<file path="src/hw/rtl/essc_pkg.sv">
// Shared types and constants for the engine start/stop sequencer.
// Depends on nothing; essc_cfg, essc_step, the top level, the checker and the testbench import it.
package essc_pkg;

    localparam int CFG_IDX_W  = 2;
    localparam int CFG_DATA_W = 16;
    localparam int ELAPSED_W  = 17;

    localparam logic [ELAPSED_W-1:0] ELAPSED_MAX = {ELAPSED_W{1'b1}};

    localparam logic [CFG_IDX_W-1:0] CFG_BUTTON_HOLD  = 2'd0;
    localparam logic [CFG_IDX_W-1:0] CFG_START_WAIT   = 2'd1;
    localparam logic [CFG_IDX_W-1:0] CFG_STOP_WAIT    = 2'd2;
    localparam logic [CFG_IDX_W-1:0] CFG_POWER_FITTED = 2'd3;

    localparam logic [15:0] BUTTON_HOLD_RST = 16'd300;
    localparam logic [15:0] START_WAIT_RST  = 16'd6000;
    localparam logic [15:0] STOP_WAIT_RST   = 16'd6000;

    localparam logic [1:0] MODE_TICK  = 2'd0;
    localparam logic [1:0] MODE_POLL  = 2'd1;
    localparam logic [1:0] MODE_START = 2'd2;
    localparam logic [1:0] MODE_STOP  = 2'd3;

    localparam logic [1:0] PH_IDLE     = 2'd0;
    localparam logic [1:0] PH_STARTING = 2'd1;
    localparam logic [1:0] PH_STOPPING = 2'd2;

    localparam logic [3:0] EV_NONE           = 4'd0;
    localparam logic [3:0] EV_START_ACCEPTED = 4'd1;
    localparam logic [3:0] EV_START_REFUSED  = 4'd2;
    localparam logic [3:0] EV_STOP_ACCEPTED  = 4'd3;
    localparam logic [3:0] EV_STOP_REFUSED   = 4'd4;
    localparam logic [3:0] EV_STARTED        = 4'd5;
    localparam logic [3:0] EV_START_FAILED   = 4'd6;
    localparam logic [3:0] EV_STOPPED        = 4'd7;
    localparam logic [3:0] EV_STOP_FAILED    = 4'd8;
    localparam logic [3:0] EV_RELEASED       = 4'd9;
    localparam logic [3:0] EV_IGNORED_BUSY   = 4'd10;
    localparam logic [3:0] EV_CODE_MAX       = EV_IGNORED_BUSY;

    typedef struct packed {
        logic [15:0] button_hold_ms;
        logic [15:0] start_wait_ms;
        logic [15:0] stop_wait_ms;
        logic        power_switch_fitted;
    } t_cfg;

    typedef struct packed {
        logic [1:0] mode;
        logic       run_known;
        logic       run_level;
        logic       power_known;
        logic       power_level;
    } t_item;

    typedef struct packed {
        logic       start_drive;
        logic       stop_drive;
        logic       publish_valid;
        logic       published_on;
        logic [3:0] event_code;
    } t_result;

endpackage

</file>
<file path="src/hw/rtl/essc_in_if.sv">
// Handshake channel that carries one sequencer input item.
// Depends on nothing.
interface essc_in_if;
    logic       valid;
    logic       ready;
    logic [1:0] mode;
    logic       run_known;
    logic       run_level;
    logic       power_known;
    logic       power_level;

    modport source (output valid, mode, run_known, run_level, power_known, power_level,
                    input ready);
    modport sink   (input valid, mode, run_known, run_level, power_known, power_level,
                    output ready);
endinterface

</file>
<file path="src/hw/rtl/essc_out_if.sv">
// Handshake channel that carries one sequencer result item.
// Depends on nothing.
interface essc_out_if;
    logic       valid;
    logic       ready;
    logic       start_drive;
    logic       stop_drive;
    logic       publish_valid;
    logic       published_on;
    logic [3:0] event_code;

    modport source (output valid, start_drive, stop_drive, publish_valid, published_on,
                    event_code, input ready);
    modport sink   (input valid, start_drive, stop_drive, publish_valid, published_on,
                    event_code, output ready);
endinterface

</file>
<file path="src/hw/rtl/essc_cfg.sv">
// Configuration register bank of the sequencer: hold time, wait limits, switch option.
// Depends on essc_pkg.
module essc_cfg (
    input  logic                           i_clk,
    input  logic                           i_rst_n,
    input  logic                           i_we,
    input  logic [essc_pkg::CFG_IDX_W-1:0] i_idx,
    input  logic [essc_pkg::CFG_DATA_W-1:0] i_data,
    output essc_pkg::t_cfg                 o_cfg
);
    import essc_pkg::*;

    t_cfg r_cfg;

    always_ff @(posedge i_clk) begin
        if (!i_rst_n) begin
            r_cfg.button_hold_ms      <= BUTTON_HOLD_RST;
            r_cfg.start_wait_ms       <= START_WAIT_RST;
            r_cfg.stop_wait_ms        <= STOP_WAIT_RST;
            r_cfg.power_switch_fitted <= 1'b0;
        end else if (i_we) begin
            unique case (i_idx)
                CFG_BUTTON_HOLD:  r_cfg.button_hold_ms      <= i_data;
                CFG_START_WAIT:   r_cfg.start_wait_ms       <= i_data;
                CFG_STOP_WAIT:    r_cfg.stop_wait_ms        <= i_data;
                CFG_POWER_FITTED: r_cfg.power_switch_fitted <= i_data[0];
                default: begin
                end
            endcase
        end
    end

    assign o_cfg = r_cfg;
endmodule

</file>
<file path="src/hw/rtl/essc_step.sv">
// Sequencer state and the one-pass decision logic that turns an item into a result.
// Depends on essc_pkg.
module essc_step (
    input  logic             i_clk,
    input  logic             i_rst_n,
    input  logic             i_en,
    input  essc_pkg::t_item  i_item,
    input  essc_pkg::t_cfg   i_cfg,
    output essc_pkg::t_result o_res
);
    import essc_pkg::*;

    logic [1:0]           r_phase, n_phase;
    logic                 r_starter_held, n_starter_held;
    logic [ELAPSED_W-1:0] r_elapsed, n_elapsed;
    logic                 r_start_line, n_start_line;
    logic                 r_stop_line, n_stop_line;

    logic       running;
    logic       power_on;
    logic       busy;
    logic       released;
    logic       sw_ok;
    logic       pub_valid;
    logic       pub_on;
    logic [3:0] ev;

    assign running  = i_item.run_known & i_item.run_level;
    assign power_on = i_item.power_known & i_item.power_level;
    assign busy     = (r_phase == PH_STARTING) || (r_phase == PH_STOPPING);
    assign sw_ok    = !i_cfg.power_switch_fitted || power_on;

    always_comb begin
        n_phase        = r_phase;
        n_starter_held = r_starter_held;
        n_elapsed      = r_elapsed;
        n_start_line   = r_start_line;
        n_stop_line    = r_stop_line;
        released       = 1'b0;
        pub_valid      = 1'b0;
        pub_on         = 1'b0;
        ev             = EV_NONE;
        unique case (i_item.mode)
            MODE_TICK: begin
                if (r_elapsed != ELAPSED_MAX) begin
                    n_elapsed = r_elapsed + 1'b1;
                end
                if (r_phase == PH_STARTING) begin
                    if (r_starter_held && (n_elapsed > {1'b0, i_cfg.button_hold_ms})) begin
                        n_start_line   = 1'b0;
                        n_starter_held = 1'b0;
                        released       = 1'b1;
                    end
                    if (running) begin
                        n_start_line = 1'b0;
                        n_phase      = PH_IDLE;
                        pub_valid    = 1'b1;
                        pub_on       = 1'b1;
                        ev           = EV_STARTED;
                    end else if (n_elapsed > {1'b0, i_cfg.start_wait_ms}) begin
                        n_start_line = 1'b0;
                        n_phase      = PH_IDLE;
                        ev           = EV_START_FAILED;
                    end else if (released) begin
                        ev = EV_RELEASED;
                    end
                end else if (r_phase == PH_STOPPING) begin
                    if (!running) begin
                        n_stop_line = 1'b0;
                        n_phase     = PH_IDLE;
                        pub_valid   = 1'b1;
                        ev          = EV_STOPPED;
                    end else if (n_elapsed > {1'b0, i_cfg.stop_wait_ms}) begin
                        n_stop_line = 1'b0;
                        n_phase     = PH_IDLE;
                        ev          = EV_STOP_FAILED;
                    end
                end
            end
            MODE_POLL: begin
                if (!busy) begin
                    pub_valid = 1'b1;
                    pub_on    = running;
                end
            end
            MODE_START: begin
                if (busy) begin
                    ev = EV_IGNORED_BUSY;
                end else if (sw_ok && !running) begin
                    n_stop_line    = 1'b0;
                    n_start_line   = 1'b1;
                    n_starter_held = 1'b1;
                    n_phase        = PH_STARTING;
                    n_elapsed      = '0;
                    ev             = EV_START_ACCEPTED;
                end else begin
                    ev = EV_START_REFUSED;
                end
            end
            MODE_STOP: begin
                if (busy) begin
                    ev = EV_IGNORED_BUSY;
                end else if (running) begin
                    n_start_line = 1'b0;
                    n_stop_line  = 1'b1;
                    n_phase      = PH_STOPPING;
                    n_elapsed    = '0;
                    ev           = EV_STOP_ACCEPTED;
                end else begin
                    ev = EV_STOP_REFUSED;
                end
            end
            default: begin
            end
        endcase
    end

    always_ff @(posedge i_clk) begin
        if (!i_rst_n) begin
            r_phase        <= PH_IDLE;
            r_starter_held <= 1'b0;
            r_elapsed      <= '0;
            r_start_line   <= 1'b0;
            r_stop_line    <= 1'b0;
        end else if (i_en) begin
            r_phase        <= n_phase;
            r_starter_held <= n_starter_held;
            r_elapsed      <= n_elapsed;
            r_start_line   <= n_start_line;
            r_stop_line    <= n_stop_line;
        end
    end

    assign o_res.start_drive   = n_start_line;
    assign o_res.stop_drive    = n_stop_line;
    assign o_res.publish_valid = pub_valid;
    assign o_res.published_on  = pub_on;
    assign o_res.event_code    = ev;
endmodule

</file>
<file path="src/hw/rtl/engine_start_stop_sequencer_core.sv">
// Engine start/stop sequencer top level: input register, decision step, result register.
// Depends on essc_pkg, essc_in_if, essc_out_if, essc_cfg and essc_step.
//
// The input channel i_item carries one tick, poll, start request or stop request per
// transfer, together with the run and power-switch sensor levels. Every input transfer
// yields exactly one transfer on o_result with the starter and stop line levels, an
// optional published on/off state and an event code.
// The input transfer fills the input register; the decision logic works on it and loads
// the result register, which raises result valid. Throughput is one item per cycle while
// o_result.ready stays high; the sequencer state is updated in the same cycle the result
// register is loaded, so consecutive items see each other's effects in order.
// When the receiver stalls, the result register holds its transfer, the input register
// fills, and i_item.ready drops until o_result.ready returns.
// Synchronous reset clears both pipeline registers, returns the sequencer to idle with
// both lines off, and loads the register defaults (hold 300 ms, both waits 6000 ms,
// no power switch). Registers are written through i_cfg_we/i_cfg_idx/i_cfg_data and
// take effect on the next item; write them only while no transfer is in flight.
module engine_start_stop_sequencer_core (
    input  logic                            i_clk,
    input  logic                            i_rst_n,
    essc_in_if.sink                         i_item,
    essc_out_if.source                      o_result,
    input  logic                            i_cfg_we,
    input  logic [essc_pkg::CFG_IDX_W-1:0]  i_cfg_idx,
    input  logic [essc_pkg::CFG_DATA_W-1:0] i_cfg_data
);
    import essc_pkg::*;

    t_cfg    cfg;
    t_item   r_in;
    logic    r_in_valid;
    t_result step_res;
    t_result r_out;
    logic    r_out_valid;
    logic    out_free;
    logic    advance;
    logic    in_take;

    assign out_free     = !r_out_valid || o_result.ready;
    assign advance      = r_in_valid && out_free;
    assign i_item.ready = !r_in_valid || out_free;
    assign in_take      = i_item.valid && i_item.ready;

    essc_cfg u_cfg (
        .i_clk  (i_clk),
        .i_rst_n(i_rst_n),
        .i_we   (i_cfg_we),
        .i_idx  (i_cfg_idx),
        .i_data (i_cfg_data),
        .o_cfg  (cfg)
    );

    always_ff @(posedge i_clk) begin
        if (!i_rst_n) begin
            r_in_valid <= 1'b0;
        end else if (in_take) begin
            r_in_valid <= 1'b1;
        end else if (advance) begin
            r_in_valid <= 1'b0;
        end
    end

    always_ff @(posedge i_clk) begin
        if (in_take) begin
            r_in.mode        <= i_item.mode;
            r_in.run_known   <= i_item.run_known;
            r_in.run_level   <= i_item.run_level;
            r_in.power_known <= i_item.power_known;
            r_in.power_level <= i_item.power_level;
        end
    end

    essc_step u_step (
        .i_clk  (i_clk),
        .i_rst_n(i_rst_n),
        .i_en   (advance),
        .i_item (r_in),
        .i_cfg  (cfg),
        .o_res  (step_res)
    );

    always_ff @(posedge i_clk) begin
        if (!i_rst_n) begin
            r_out_valid <= 1'b0;
        end else if (advance) begin
            r_out_valid <= 1'b1;
        end else if (o_result.ready) begin
            r_out_valid <= 1'b0;
        end
    end

    always_ff @(posedge i_clk) begin
        if (advance) begin
            r_out <= step_res;
        end
    end

    assign o_result.valid         = r_out_valid;
    assign o_result.start_drive   = r_out.start_drive;
    assign o_result.stop_drive    = r_out.stop_drive;
    assign o_result.publish_valid = r_out.publish_valid;
    assign o_result.published_on  = r_out.published_on;
    assign o_result.event_code    = r_out.event_code;
endmodule

</file>
<file path="src/flat_wrapper.sv">
// flat-port wrapper written by rule: the top's interface ports become plain ports
module engine_start_stop_sequencer_core_flat import essc_pkg::*;
  (i_clk, i_rst_n, i_cfg_we, i_cfg_idx, i_cfg_data, i_item_valid, i_item_mode, i_item_run_known, i_item_run_level, i_item_power_known, i_item_power_level, i_item_ready, o_result_valid, o_result_start_drive, o_result_stop_drive, o_result_publish_valid, o_result_published_on, o_result_event_code, o_result_ready);
  essc_in_if i_item_i ();
  essc_out_if o_result_i ();
  input  logic i_clk;
  input  logic i_rst_n;
  input  logic i_cfg_we;
  input  logic [essc_pkg::CFG_IDX_W-1:0] i_cfg_idx;
  input  logic [essc_pkg::CFG_DATA_W-1:0] i_cfg_data;
  input wire logic [$bits(i_item_i.valid)-1:0] i_item_valid;
  input wire logic [$bits(i_item_i.mode)-1:0] i_item_mode;
  input wire logic [$bits(i_item_i.run_known)-1:0] i_item_run_known;
  input wire logic [$bits(i_item_i.run_level)-1:0] i_item_run_level;
  input wire logic [$bits(i_item_i.power_known)-1:0] i_item_power_known;
  input wire logic [$bits(i_item_i.power_level)-1:0] i_item_power_level;
  output wire logic [$bits(i_item_i.ready)-1:0] i_item_ready;
  output wire logic [$bits(o_result_i.valid)-1:0] o_result_valid;
  output wire logic [$bits(o_result_i.start_drive)-1:0] o_result_start_drive;
  output wire logic [$bits(o_result_i.stop_drive)-1:0] o_result_stop_drive;
  output wire logic [$bits(o_result_i.publish_valid)-1:0] o_result_publish_valid;
  output wire logic [$bits(o_result_i.published_on)-1:0] o_result_published_on;
  output wire logic [$bits(o_result_i.event_code)-1:0] o_result_event_code;
  input wire logic [$bits(o_result_i.ready)-1:0] o_result_ready;
  assign i_item_i.valid = i_item_valid;
  assign i_item_i.mode = i_item_mode;
  assign i_item_i.run_known = i_item_run_known;
  assign i_item_i.run_level = i_item_run_level;
  assign i_item_i.power_known = i_item_power_known;
  assign i_item_i.power_level = i_item_power_level;
  assign i_item_ready = i_item_i.ready;
  assign o_result_valid = o_result_i.valid;
  assign o_result_start_drive = o_result_i.start_drive;
  assign o_result_stop_drive = o_result_i.stop_drive;
  assign o_result_publish_valid = o_result_i.publish_valid;
  assign o_result_published_on = o_result_i.published_on;
  assign o_result_event_code = o_result_i.event_code;
  assign o_result_i.ready = o_result_ready;
  engine_start_stop_sequencer_core u_core (.i_clk(i_clk), .i_rst_n(i_rst_n), .i_item(i_item_i), .o_result(o_result_i), .i_cfg_we(i_cfg_we), .i_cfg_idx(i_cfg_idx), .i_cfg_data(i_cfg_data));
endmodule
</file>
<file path="config.mk">
export PLATFORM = sky130hd
export DESIGN_NAME = engine_start_stop_sequencer_core_flat
export DESIGN_NICKNAME = d
export VERILOG_FILES = /design/src/hw/rtl/essc_pkg.sv /design/src/hw/rtl/essc_in_if.sv /design/src/hw/rtl/essc_out_if.sv /design/src/hw/rtl/essc_cfg.sv /design/src/hw/rtl/essc_step.sv /design/src/hw/rtl/engine_start_stop_sequencer_core.sv /design/src/flat_wrapper.sv
export SDC_FILE = /design/constraint.sdc
export NUM_CORES = 1
export LEC_CHECK = 0
export BUFFER_PORTS_ARGS = -buffer_cell sky130_fd_sc_hd__buf_2
export CORE_MARGIN = 4
export CORE_UTILIZATION = 55
export DETAILED_ROUTE_END_ITERATION = 8
export PLACE_DENSITY = 0.74
export RECOVER_POWER = 100
export SLEW_MARGIN = 10
export SYNTH_ARGS = -nofsm -noshare
export SYNTH_HDL_FRONTEND = slang
export SYNTH_HIERARCHICAL = 1
export SYNTH_SLANG_ARGS = --single-unit
</file>
<file path="constraint.sdc">
create_clock -name i_clk -period 4.7 [get_ports i_clk]
set_clock_uncertainty 0.15 [all_clocks]
set_input_delay 0.705 -clock i_clk [delete_from_list [all_inputs] [get_ports i_clk]]
set_output_delay 0.705 -clock i_clk [all_outputs]
set_load 0.01 [all_outputs]
</file>
==> out/results.ini <==
[outcome]
status=finished with violations
violations=max-capacitance violations, max-slew violations

[sta]
setup_viol=0
hold_viol_final=0
final.setup.worst_slack_ns=0.407
rsz0062_at_grt=false
slew_violations=79
timing.fmax_ghz=0.233
slew-limit-headroom_pct=-91.5
holdWs_ns=0.313
final.setup.tns_ns=0
worstMarginPinSlew_ns=2.87
min_period_over_period_pct=91.3
period_needed_ns=4.29

[place]
gp_congestion=0.929
dp_hpwl_um=9130
io_buffers=38
dp_cells=740
place_ws_ns=0.542

[worst_setup_path]
critPathLaunchType=register
path_cells=ha_1, and3_1, and3_1, a21oi_4, nand4_4, nor2_1, xor2_1, ha_1, and3_1, nor4b_1, a21boi_0, a211oi_1, o31ai_1, o31a_1, a221oi_1
cp.buffers_inverters=0
r2r_cells=15
worstSetupEndpointType=register
cp_top_family=compound AO/OA/AOI/OAI gates
critPathKind=reg2reg
crit_top_cell=and3_1
cp_data_required_time_ns=4.81
cp_max_fo=8
arrival_ns=4.40
r2r_start=u_core/u_step/r_elapsed[0]$_SDFFE_PN0P_
slowest_stage=a211oi_1
ff2ff_setup_slack_ns=0.41
r2r-end=u_core/u_step/r_start_line$_SDFFE_PN0P_
slowest_delay_ns=0.44

[global_routing]
grt_max_degree=79
antenna_found_initial=0
grt_pass1_wl_um=20300
grt_pass1_vias=4141
grt-ovfl-total=0
grt_usage_pct=22.1

[pwr]
leakage_nw=2.64
p_seq_share_pct=53.7
peakVddDrop_mv=0.201
switching_share_pct=25.8
power_density_mw_per_mm2=260
power_frac_comb_pct=10.1
pwr-share-clk_pct=36.2
p_int_mw=1.11
p_sw_mw=0.384

[logic_synthesis]
synthAdderAreaFrac_pct=11.8
synth_area_sq_mm=0.00539
syn_inst=600
synth_compound_area_share_pct=14.9
synth-xor-area-share_pct=2.28
ys_ff_latch=87
synth_area_per_cell_sq_um=8.98
synth_top_family_by_area=simple AND/OR/NAND/NOR gates
synthArstFlopShare_pct=0
syn-num-nets=680
synth-main-ff-cell=dfxtp_1
yosys_warnings=6
synth_cell_types=71
synthMuxAreaShare_pct=9.12
synthSimpleGateAreaFrac_pct=19.5
synth_edf_count=14
ys_seq_area_share_pct=34.9

[layout]
area_delta_synth_final_pct=6.48
fill_cells=884
antenna_cells=0
drive_gt1_share_pct=9.73
finalNonFillerCells=756
final_nets=702

[detailed_routing]
wl_met2_um=5620
ant_nets=0
viasPerCell=5.64
met3_wirelength_um=479
highest_layer=met4
avgRoutedWirePerCell_um=16.0
first_pass_iters=4
vias=4263
drt-initial-drc-count=157
met1_length_um=5910
wl_um=12100
drc=0

[die]
die_area_sq_mm=0.0114
placementRows=35
start_util_pct=57.5
die_w_um=107
fp.dieH_um=107
pin_count=39
core_area_sq_mm=0.00937

[clocking]
cts_tree=built
cts.htree.levels=3
cts_made_buffers=9
cts_hold_buffers=0
clock-root-buffer=clkbuf_8
cts.reportedPaths.clkPinSlew_ns=0.09
cts_sinks=87
postCtsSetupBuffers=0
ctsResizeCount=0
clk_latency_ns=0.35
cts.path.max_buffers=2

[min_path]
hp-start=u_core/u_cfg/o_cfg[39]$_SDFFE_PN0P_
hold_path_depth=2
hold_path_class=reg2reg
min_to=u_core/u_cfg/o_cfg[39]$_SDFFE_PN0P_

[flow_run]
drv_cap=1

[worst min-delay path: cells and delay by family, from the launching register on]
kind	cells	cell delay (ns)
DFF	1	0.32
muxes	1	0.05
and+or+nand+nor	1	0.05
[cells in the mapped netlist (all sizes together), types with 6 or more instances]
| library cell | n | area share (%) |
|---|---|---|
| o21ai | 17 | 1.6 |
| a31oi | 7 | 0.93 |
| nor2 | 33 | 2.3 |
| clkbuf | 15 | 1.0 |
| ha | 51 | 12 |
| a21o | 12 | 1.8 |
| mux2i | 48 | 8.9 |
| inv | 57 | 4.0 |
| xor2 | 6 | 0.98 |
| nand2 | 74 | 5.2 |
| xnor2 | 8 | 1.3 |
| nand3 | 19 | 1.9 |
| dfxtp | 73 | 27 |
| a21oi | 30 | 3.0 |
| nand4 | 7 | 1.1 |
| nor2b | 29 | 3.5 |
| buf | 16 | 2.5 |
| and3 | 8 | 1.0 |
| edfxtp | 14 | 7.8 |
[per-stage QoR]
stage               power (mW)  instance area [sq um]  utilization, %
floorplan                0.923                   5390               -
CTS                       1.51                   5790            61.7
global route              1.56                   5740            61.2
finish                    1.49                   5740            61.2
detailed placement       0.968                   5580            59.6
global placement         0.962                   5580            59.6
[layer usage]
metal / track usage (%) / vias to the layer above
met5: 0 / -
met4: 3.84 / 0
met3: 4.15 / 13
met2: 36.6 / 100
met1: 30.6 / 2015
li1: - / 2135
[power by group through the flow]
stage | sequential [mW] | clock (mW) | combinational [mW]
6_report | 0.799 | 0.540 | 0.151
3_5_place_dp | 0.817 | 0 | 0.151
4_1_cts | 0.799 | 0.559 | 0.153
2_1_floorplan | 0.812 | 0 | 0.111
5_1_grt | 0.803 | 0.587 | 0.169
3_3_place_gp | 0.815 | 0 | 0.147
[layout by cell type (no fill, tap or decap), types with 6 or more instances in the layout]
cell type	count
a21oi_1	29
nor2b_1	29
ha_1	51
nor2_1	33
o21ai_0	17
xor2_1	6
mux2i_1	48
dfxtp_1	73
a21o_1	11
nand3_1	18
xnor2_1	8
and3_1	8
clkbuf_1	12
nand2_1	74
a31oi_1	7
edfxtp_1	14
inv_1	57
buf_2	28
nand4_1	6
clkbuf_8	10
[area by class of cell]
class,count,area (sq um),share of cell area [%]
multi-input cells,425,3080,53.6
flip-flops and latches,87,1880,32.8
inverters,57,214,3.73
repair buffers,42,200,3.49
well taps,129,161,2.81
clock buffers,10,138,2.40
clock inverters,6,66.3,1.16
[how the worst max path moves through the flow]
stage / from / to / cells past startpoint
after detailed placement: u_core/u_step/r_elapsed[0]$_SDFFE_PN0P_ / u_core/o_result.event_code[1]$_DFFE_PP_ / 15
after global routing: u_core/u_step/r_elapsed[0]$_SDFFE_PN0P_ / u_core/u_step/r_phase[1]$_SDFFE_PN0P_ / 15
final: u_core/u_step/r_elapsed[0]$_SDFFE_PN0P_ / u_core/u_step/r_start_line$_SDFFE_PN0P_ / 15
after CTS: u_core/u_step/r_elapsed[0]$_SDFFE_PN0P_ / u_core/u_step/r_start_line$_SDFFE_PN0P_ / 15
after global placement: u_core/u_step/r_elapsed[0]$_SDFFE_PN0P_ / u_core/o_result.event_code[3]$_DFFE_PP_ / 13
after floorplan: u_core/u_step/r_elapsed[0]$_SDFFE_PN0P_ / u_core/o_result.event_code[1]$_DFFE_PP_ / 15
[registers in the layout (all words and copies together) (netlist names), 2 cells and up]
register and cells:
u_core/u_step/r_phase 2, u_core/u_step/r_elapsed 17, u_core/o_result.event_code 4, u_core/r_in 6, u_core/u_cfg/o_cfg 49
[logic make-up (layout without fill, tap and decap cells)]
group / Yosys count / after routing
adder cells (fa/ha/maj): 51 / 51
AO/OA/AOI/OAI: 111 / 111
XOR/XNOR: 14 / 14
multiplexers: 49 / 49
flip-flops: 87 / 87
buffers and inverters: 88 / 115
AND/OR/NAND/NOR: 200 / 200
Power figures use the tool's default switching activity.
